$ cat src/rtl/tslp_pkg.sv
package tslp_pkg;

  localparam int unsigned IdW      = 32;
  localparam int unsigned NameLenW = 5;
  localparam int unsigned NameSlots = 16;

  // Saturation point of the id magnitude (2^31).
  localparam logic [IdW-1:0] IdSat    = 32'h8000_0000;
  localparam logic [IdW-1:0] IdPosMax = 32'h7FFF_FFFF;

  localparam logic [7:0] ChSpace  = 8'h20;
  localparam logic [7:0] ChLParen = 8'h28;
  localparam logic [7:0] ChRParen = 8'h29;
  localparam logic [7:0] ChPlus   = 8'h2B;
  localparam logic [7:0] ChMinus  = 8'h2D;
  localparam logic [7:0] ChZero   = 8'h30;
  localparam logic [7:0] ChNine   = 8'h39;
  localparam logic [7:0] ChTab    = 8'h09;
  localparam logic [7:0] ChCr     = 8'h0D;

  typedef enum logic [2:0] {
    PH_ID         = 3'd0,
    PH_NAME_START = 3'd1,
    PH_NAME       = 3'd2,
    PH_NAME_END   = 3'd3,
    PH_STATUS     = 3'd4,
    PH_DONE       = 3'd5
  } parse_phase_e;

  typedef enum logic [3:0] {
    STC_RUNNING  = 4'd0,
    STC_SLEEPING = 4'd1,
    STC_DISK     = 4'd2,
    STC_STOPPED  = 4'd3,
    STC_TRACED   = 4'd4,
    STC_DEAD     = 4'd5,
    STC_ZOMBIE   = 4'd6,
    STC_PARKED   = 4'd7,
    STC_IDLE     = 4'd8,
    STC_UNKNOWN  = 4'd9
  } state_code_e;

  typedef struct packed {
    logic [7:0] text_byte;
    logic       record_end;
  } in_word_t;

  typedef struct packed {
    logic                 parse_ok;
    logic signed [IdW-1:0] thread_id;
    logic [63:0]          name_low_bytes;
    logic [63:0]          name_high_bytes;
    logic [NameLenW-1:0]  name_len;
    state_code_e          state_code;
    logic [7:0]           state_char;
  } out_word_t;

  typedef struct packed {
    logic      valid;
    out_word_t word;
  } parse_res_t;

  function automatic state_code_e classify(input logic [7:0] c);
    state_code_e code;
    unique case (c)
      8'h52:   code = STC_RUNNING;   // R
      8'h53:   code = STC_SLEEPING;  // S
      8'h44:   code = STC_DISK;      // D
      8'h54:   code = STC_STOPPED;   // T
      8'h74:   code = STC_TRACED;    // t
      8'h58:   code = STC_DEAD;      // X
      8'h5A:   code = STC_ZOMBIE;    // Z
      8'h50:   code = STC_PARKED;    // P
      8'h49:   code = STC_IDLE;      // I
      default: code = STC_UNKNOWN;
    endcase
    return code;
  endfunction

endpackage

$ cat src/rtl/task_stat_line_parser_unit.sv
// A word accepted into the input register is parsed when the parser steps on it; that same
// edge also loads its result word, if it has one, into the output register.
// Throughput: one text byte per cycle, back to back; a byte only waits while the output
// register holds a word that the consumer is stalling.
// Reset: asynchronous, active low; the parser returns to the id phase with an
// empty name store, and both pipeline registers come up empty.
module task_stat_line_parser_unit import tslp_pkg::*; #(
  parameter int unsigned NAME_MAX_CHARS = 16
) (
  input  logic      clk_i,
  input  logic      rst_ni,
  input  logic      in_valid_i,
  output logic      in_stall_o,
  input  in_word_t  in_word_i,
  output logic      out_valid_o,
  input  logic      out_stall_i,
  output out_word_t out_word_o
);

  // Input register. A byte is registered here before the parser consumes it.
  logic      in_valid_q, in_valid_d;
  in_word_t  in_word_q;

  // Result register. It decouples the parser from a stalling consumer.
  logic      out_valid_q, out_valid_d;
  out_word_t out_word_q;

  logic       out_free;
  logic       step;
  logic       in_accept;
  parse_res_t res;

  // The result register can take a new word when it is empty or being drained this cycle.
  // The parser only steps when it could place a result, so a byte that produces a word is
  // never dropped. Any byte waits in the input register for as long as a full result
  // register is stalled, whether or not it would produce a word.
  assign out_free   = !out_valid_q || !out_stall_i;
  assign step       = in_valid_q && out_free;
  assign in_stall_o = in_valid_q && !step;
  assign in_accept  = in_valid_i && !in_stall_o;

  always_comb begin
    in_valid_d = in_valid_q;
    if (in_accept) begin
      in_valid_d = 1'b1;
    end else if (step) begin
      in_valid_d = 1'b0;
    end
  end

  always_comb begin
    out_valid_d = out_valid_q;
    if (step && res.valid) begin
      out_valid_d = 1'b1;
    end else if (!out_stall_i) begin
      out_valid_d = 1'b0;
    end
  end

  tslp_parser #(
    .NAME_MAX_CHARS(NAME_MAX_CHARS)
  ) u_parser (
    .clk_i  (clk_i),
    .rst_ni (rst_ni),
    .step_i (step),
    .word_i (in_word_q),
    .res_o  (res)
  );

  always_ff @(posedge clk_i or negedge rst_ni) begin
    if (!rst_ni) begin
      in_valid_q  <= 1'b0;
      out_valid_q <= 1'b0;
    end else begin
      in_valid_q  <= in_valid_d;
      out_valid_q <= out_valid_d;
    end
  end

  // Payload registers load only when a new word actually enters them.
  always_ff @(posedge clk_i) begin
    if (in_accept) begin
      in_word_q <= in_word_i;
    end
    if (step && res.valid) begin
      out_word_q <= res.word;
    end
  end

  assign out_valid_o = out_valid_q;
  assign out_word_o  = out_word_q;

  // A failure word carries nothing but zeros.
  a_fail_zero : assert property (@(posedge clk_i) disable iff (!rst_ni)
    out_valid_o && !out_word_o.parse_ok |->
      out_word_o.thread_id == 32'sd0 && out_word_o.name_len == '0 &&
      out_word_o.name_low_bytes == '0 && out_word_o.name_high_bytes == '0 &&
      out_word_o.state_char == '0)
    else $error("failure result carries nonzero fields");

  // The reported name length never exceeds the capture limit.
  a_name_len : assert property (@(posedge clk_i) disable iff (!rst_ni)
    out_valid_o |-> out_word_o.name_len <= NameLenW'(NAME_MAX_CHARS))
    else $error("name length beyond capture limit");

  // A success word's code matches its raw state character.
  a_code : assert property (@(posedge clk_i) disable iff (!rst_ni)
    out_valid_o && out_word_o.parse_ok |->
      out_word_o.state_code == classify(out_word_o.state_char))
    else $error("state code does not match state character");

  // A byte held in the input register is consumed whenever the output side can take a word.
  a_progress : assert property (@(posedge clk_i) disable iff (!rst_ni)
    in_valid_q && !out_valid_q |=> !in_valid_q || $past(in_accept))
    else $error("input byte not consumed while output was free");

endmodule

$ cat src/rtl/tslp_parser.sv
module tslp_parser import tslp_pkg::*; #(
  parameter int unsigned NAME_MAX_CHARS = 16
) (
  input  logic       clk_i,
  input  logic       rst_ni,
  input  logic       step_i,
  input  in_word_t   word_i,
  output parse_res_t res_o
);

  parse_phase_e        phase_q, phase_d;
  logic [IdW-1:0]      acc_q, acc_d;
  logic                neg_q, neg_d;
  logic                stopped_q, stopped_d;
  logic                started_q, started_d;
  logic [IdW-1:0]      id_final_q, id_final_d;
  logic [7:0]          name_q [NAME_MAX_CHARS];
  logic [7:0]          name_d [NAME_MAX_CHARS];
  logic [NameLenW-1:0] count_q, count_d;

  logic [7:0]     c;
  logic           last;
  logic [IdW+3:0] acc_x10;
  logic [IdW-1:0] id_value;
  logic           name_we;
  logic           emit_ok;
  logic           emit_fail;
  logic [7:0]     name_bytes [NameSlots];

  assign c    = word_i.text_byte;
  assign last = word_i.record_end;

  // acc * 10 + digit, wide enough that it never wraps before the saturation compare.
  assign acc_x10 = {1'b0, acc_q, 3'b000} + {3'b000, acc_q, 1'b0} + {32'd0, c[3:0]};

  assign id_value = neg_q ? (32'd0 - acc_q) : (acc_q[IdW-1] ? IdPosMax : acc_q);

  assign name_we = (phase_q == PH_NAME) && (c != ChRParen) &&
                   (count_q < NameLenW'(NAME_MAX_CHARS));

  // Next phase.
  always_comb begin
    phase_d = phase_q;
    if (step_i) begin
      unique case (phase_q)
        PH_ID:         if (c == ChSpace)  phase_d = PH_NAME_START;
        PH_NAME_START: if (c == ChLParen) phase_d = PH_NAME;
        PH_NAME:       if (c == ChRParen) phase_d = PH_NAME_END;
        PH_NAME_END:   if (c == ChSpace)  phase_d = PH_STATUS;
        PH_STATUS:     phase_d = PH_DONE;
        PH_DONE:       phase_d = PH_DONE;
        default:       phase_d = PH_ID;
      endcase
      if (last) begin
        phase_d = PH_ID;
      end
    end
  end

  // Datapath updates: id accumulation and name capture.
  always_comb begin
    acc_d      = acc_q;
    neg_d      = neg_q;
    stopped_d  = stopped_q;
    started_d  = started_q;
    id_final_d = id_final_q;
    count_d    = count_q;
    for (int k = 0; k < NAME_MAX_CHARS; k++) begin
      name_d[k] = name_q[k];
    end
    if (step_i) begin
      if (phase_q == PH_ID) begin
        if (c == ChSpace) begin
          id_final_d = id_value;
        end else if (!stopped_q) begin
          priority if (c >= ChZero && c <= ChNine) begin
            acc_d     = (acc_x10 > 36'(IdSat)) ? IdSat : acc_x10[IdW-1:0];
            started_d = 1'b1;
          end else if (!started_q && c >= ChTab && c <= ChCr) begin
            // Leading white space is skipped.
          end else if (!started_q && (c == ChPlus || c == ChMinus)) begin
            neg_d     = (c == ChMinus);
            started_d = 1'b1;
          end else begin
            stopped_d = 1'b1;
          end
        end
      end
      if (name_we) begin
        for (int k = 0; k < NAME_MAX_CHARS; k++) begin
          if (count_q == NameLenW'(k)) begin
            name_d[k] = c;
          end
        end
        count_d = count_q + NameLenW'(1);
      end
      if (last) begin
        acc_d      = '0;
        neg_d      = 1'b0;
        stopped_d  = 1'b0;
        started_d  = 1'b0;
        id_final_d = '0;
        count_d    = '0;
        for (int k = 0; k < NAME_MAX_CHARS; k++) begin
          name_d[k] = '0;
        end
      end
    end
  end

  for (genvar g = 0; g < NameSlots; g++) begin : g_name_bytes
    if (g < NAME_MAX_CHARS) begin : g_used
      assign name_bytes[g] = name_q[g];
    end else begin : g_unused
      assign name_bytes[g] = 8'd0;
    end
  end

  // Result forming.
  assign emit_ok   = step_i && (phase_q == PH_STATUS);
  assign emit_fail = step_i && last && (phase_q != PH_STATUS) && (phase_q != PH_DONE);

  always_comb begin
    res_o       = '0;
    res_o.valid = emit_ok || emit_fail;
    if (emit_ok) begin
      res_o.word.parse_ok    = 1'b1;
      res_o.word.thread_id   = id_final_q;
      res_o.word.name_len    = count_q;
      res_o.word.state_code  = classify(c);
      res_o.word.state_char  = c;
      for (int k = 0; k < 8; k++) begin
        res_o.word.name_low_bytes[8*k +: 8]  = name_bytes[k];
        res_o.word.name_high_bytes[8*k +: 8] = name_bytes[k+8];
      end
    end
  end

  always_ff @(posedge clk_i or negedge rst_ni) begin
    if (!rst_ni) begin
      phase_q    <= PH_ID;
      acc_q      <= '0;
      neg_q      <= 1'b0;
      stopped_q  <= 1'b0;
      started_q  <= 1'b0;
      id_final_q <= '0;
      count_q    <= '0;
      for (int k = 0; k < NAME_MAX_CHARS; k++) begin
        name_q[k] <= '0;
      end
    end else begin
      phase_q    <= phase_d;
      acc_q      <= acc_d;
      neg_q      <= neg_d;
      stopped_q  <= stopped_d;
      started_q  <= started_d;
      id_final_q <= id_final_d;
      count_q    <= count_d;
      for (int k = 0; k < NAME_MAX_CHARS; k++) begin
        name_q[k] <= name_d[k];
      end
    end
  end

endmodule
$ cat config.mk
export PLATFORM = sky130hd
export DESIGN_NAME = task_stat_line_parser_unit
export DESIGN_NICKNAME = d
export VERILOG_FILES = /design/src/rtl/tslp_pkg.sv /design/src/rtl/task_stat_line_parser_unit.sv /design/src/rtl/tslp_parser.sv
export SDC_FILE = /design/constraint.sdc
export NUM_CORES = 1
export LEC_CHECK = 0
export BUFFER_PORTS_ARGS = -buffer_cell sky130_fd_sc_hd__buf_2
export CORE_UTILIZATION = 50
export DETAILED_ROUTE_END_ITERATION = 16
export PLACE_DENSITY_LB_ADDON = 0.25
export SLEW_MARGIN = 20
export SYNTH_ARGS = -nofsm -noshare
export SYNTH_HDL_FRONTEND = slang
export SYNTH_HIERARCHICAL = 1
export SYNTH_SLANG_ARGS = --single-unit
$ cat constraint.sdc
create_clock -name clk_i -period 10 [get_ports clk_i]
set_clock_uncertainty 0.15 [all_clocks]
set_input_delay 0.5 -clock clk_i [delete_from_list [all_inputs] [get_ports clk_i]]
set_output_delay 0.5 -clock clk_i [all_outputs]
set_load 0.005 [all_outputs]
==> qor.csv <==
metric;value;unit
status;finished, final reports clean;
row cnt;69;
n_diodes;0;
Clock Power Share;0.328;
post-DP HPWL;27990;µm
Post-synth ARST share;0.5230;
Initial Utilization;0.5068;
drt total wl;41640;µm
Top FF cell, synth;dfrtp_1;
Seq/Total Area, Yosys;0.5975;
Startpoint Class;flip-flop;
Layout area overhead;15.15;%
core area;35480;µm²
Worst-Margin Slew;1.064;ns
Pre-Repair DR Iteration Count;6;
met3 Use GR;0.03033;
Final Max Tran Viols;0;
global-route wire length before repair;65050;µm
syn_nets;1704;
top area cells in the synthesized netlist;edfxtp_1, dfrtp_1, and2_1, o21ai_0, ha_1;
initial antenna violation count;0;
GP Congestion;0.8510;
via count;12780;
P_int;3.128;mW
CTS tree;built;
CTS H-tree depth;2;
I/O Buffers;192;
setup TNS;0;ns
Avg Inst Size Synth;11.11;µm²
die area;36730;µm²
Clock Sinks;392;
grt met2 use;0.3676;
WS Path Type;flip-flop to flip-flop;
Final Hold Viols;0;
TritonCTS buffer count;41;
# setup viols final;0;
Synth Cell Area;17980;µm²
switching share of total power;0.3188;
switching power;1.464;mW
clock period minus worst slack;4.632;ns
Clk Latency, worst-skew pair;0.54;ns
RSZ-0062 raised after global routing;no;
CP max FO;25;
wire per inst;18.36;µm
WP data required;10.31;ns
maximum buffer depth of the clock tree;3;
largest net degree at the start of global routing;179;
CP endpoint kind;flip-flop;
io pins;193;
fin nets;1859;
Seq pwr share;0.424;
maximum vdd drop;174.0;µV
post-synth cell types;67;
Die Y;191.7;µm
fmax;0.2159;GHz
period utilization;0.4632;
Avg Vias per Cell;5.635;
# DRC;0;
Mapped Cells;1619;
post-route cell area;20710;µm²
Slew HR;0.2904;
Iteration-0 DRC Markers;964;
Worst-path clk slew;0.06;ns
Yosys top cell area share;0.3123;
Overflow after GRT;0;
Routed Antenna Nets;0;
worst hold path class;input port to flip-flop;
clk root buf;clkbuf_16;
commonest cells in the netlist;dfrtp_1, o21ai_0, edfxtp_1;
most common cell in the synthesized netlist;dfrtp_1;
GRT met1 Usage;0.3190;
Most Used Layer, Global Route;met2;
FF+latch count, synth;392;
Comb power frac;0.249;
Critical Path AT;4.94;ns
Post-synth EDFFs;187;
Total GRT Usage;0.2261;
vias in the first global route;12080;
maximum capacitance violations;0;
dpl cell area;19250;µm²
layout cell share with drive strength beyond 1;0.1555;
pwr/cell area;221.7;nW/µm²
Synth area leader;edfxtp_1;
Ys Warns;6;
Die Wd;191.7;µm
Static Leak;8.987;nW
## flip-flops by register name (all words and copies together) (netlist names)
| signal | cells |
|---|---|
| out_valid_o | 1 |
| in_valid_q | 1 |
| u_parser/acc_q | 32 |
| in_word_q | 9 |
| u_parser/name_bytes | 128 |
| u_parser/started_q | 1 |
| out_word_o | 178 |
| u_parser/count_q | 5 |
| u_parser/stopped_q | 1 |
| u_parser/neg_q | 1 |
| u_parser/phase_q | 3 |
| u_parser/id_final_q | 32 |
## critical path, stage by stage (launching register included)
cell,delay [ns]
edfxtp_1,0.44
clkinv_1,0.28
fa_1,0.67
inv_1,0.06
ha_1,0.31
a211oi_1,0.30
o21ai_0,0.25
a22oi_1,0.27
a21oi_1,0.15
or2_1,0.30
o311ai_1,0.31
o2111ai_1,0.16
buf_4,0.25
nor2_1,0.40
a32o_1,0.24
## cells in the final DEF (no fill, tap or decap), types with 6 or more instances in the layout
master and n:
a211oi_1 8, a21o_1 24, a21oi_1 67, a22o_1 10
a31oi_1 12, a32o_1 8, and2_1 176, and3_1 9
buf_2 191, buf_4 8, clkbuf_1 14, clkbuf_16 43
dfrtp_1 205, dlygate4sd3_1 11, edfxtp_1 187, ha_1 70
inv_1 24, nand2_1 118, nand2b_1 13, nand3_1 139
nand4_1 9, nor2_1 66, nor3_1 21, nor4_1 8
o21ai_0 188, o31ai_1 7, o41ai_1 20, or2_2 6
or3_1 6, xnor2_1 26, xor2_1 15
## per-stage QoR
step	utilization	setup slack (ns)	power (mW)	hold slack [ns]	std cells
finish	0.5836	5.368	4.592	0.1078	2268
global route	0.5836	5.038	4.843	0.1367	2268
CTS	0.5835	5.400	4.620	0.07872	2268
detailed placement	0.5425	5.447	3.106	0.3008	2181
global placement	0.5425	5.577	3.077	0.2912	2181
floorplan	-	3.168	2.785	0.05441	1619
## cells by family (layout without fill, tap and decap cells)
family                   Yosys count  count (layout)  share of synthesized area
multiplexers                       1               1                  0.0005566
buffers and inverters            126             314                    0.02692
adder cells (fa/ha/maj)           72              72                    0.05093
flip-flops                       392             392                     0.5975
XOR/XNOR                          41              41                    0.01997
AND/OR/NAND/NOR                  600             600                     0.1743
AO/OA/AOI/OAI                    387             387                     0.1298
## power groups by stage
stage | clock (mW) | sequential, mW | combinational [mW]
2_1_floorplan | 0 | 1.92 | 0.864
3_3_place_gp | 0 | 1.96 | 1.11
3_5_place_dp | 0 | 1.97 | 1.14
4_1_cts | 1.54 | 1.94 | 1.14
5_1_grt | 1.60 | 1.96 | 1.28
6_report | 1.50 | 1.94 | 1.14
## timing repair
action | CTS | global route
hold buffers | 11 | 0
setup buffers | 0 | 0
gates resized for setup | 0 | 0
endpoints found under the hold margin | 103 | 0
## layer usage
metal	up-vias	share of wire
li1	6156	-
met1	6202	0.46
met2	363	0.48
met3	59	0.050
met4	0	0.019
met5	-	0
## final cells by class
class	count	area, µm²
clock buffer	61	1184
sequential	392	10750
inverter	26	98.84
timing repair buffer	212	1160
clock inverter	15	160.2
fill	2950	14780
tap	461	576.8
multi-input combinational	1101	6783
## worst paths after layout
kind | startpoint | slack (ns) | endpoint | depth (start not counted)
setup reg to reg | in_word_q[4]$_DFFE_PP_ | 5.37 | u_parser/acc_q[24]$_DFFE_PN0P_ | 14
setup / recovery | in_word_q[4]$_DFFE_PP_ | 5.37 | u_parser/acc_q[24]$_DFFE_PN0P_ | 14
min in group asynchronous | rst_ni | 0.45 | u_parser/name_bytes[72]$_DFFE_PN0P_ | 2
max in group asynchronous | rst_ni | 7.99 | u_parser/id_final_q[19]$_DFFE_PN0P_ | 3
hold reg to reg | u_parser/id_final_q[11]$_DFFE_PN0P_ | 0.31 | u_parser/id_final_q[11]$_DFFE_PN0P_ | 2
hold / removal | out_stall_i | 0.11 | out_valid_o$_DFFE_PN0P_ | 3
(Power assumes the default switching activity.)
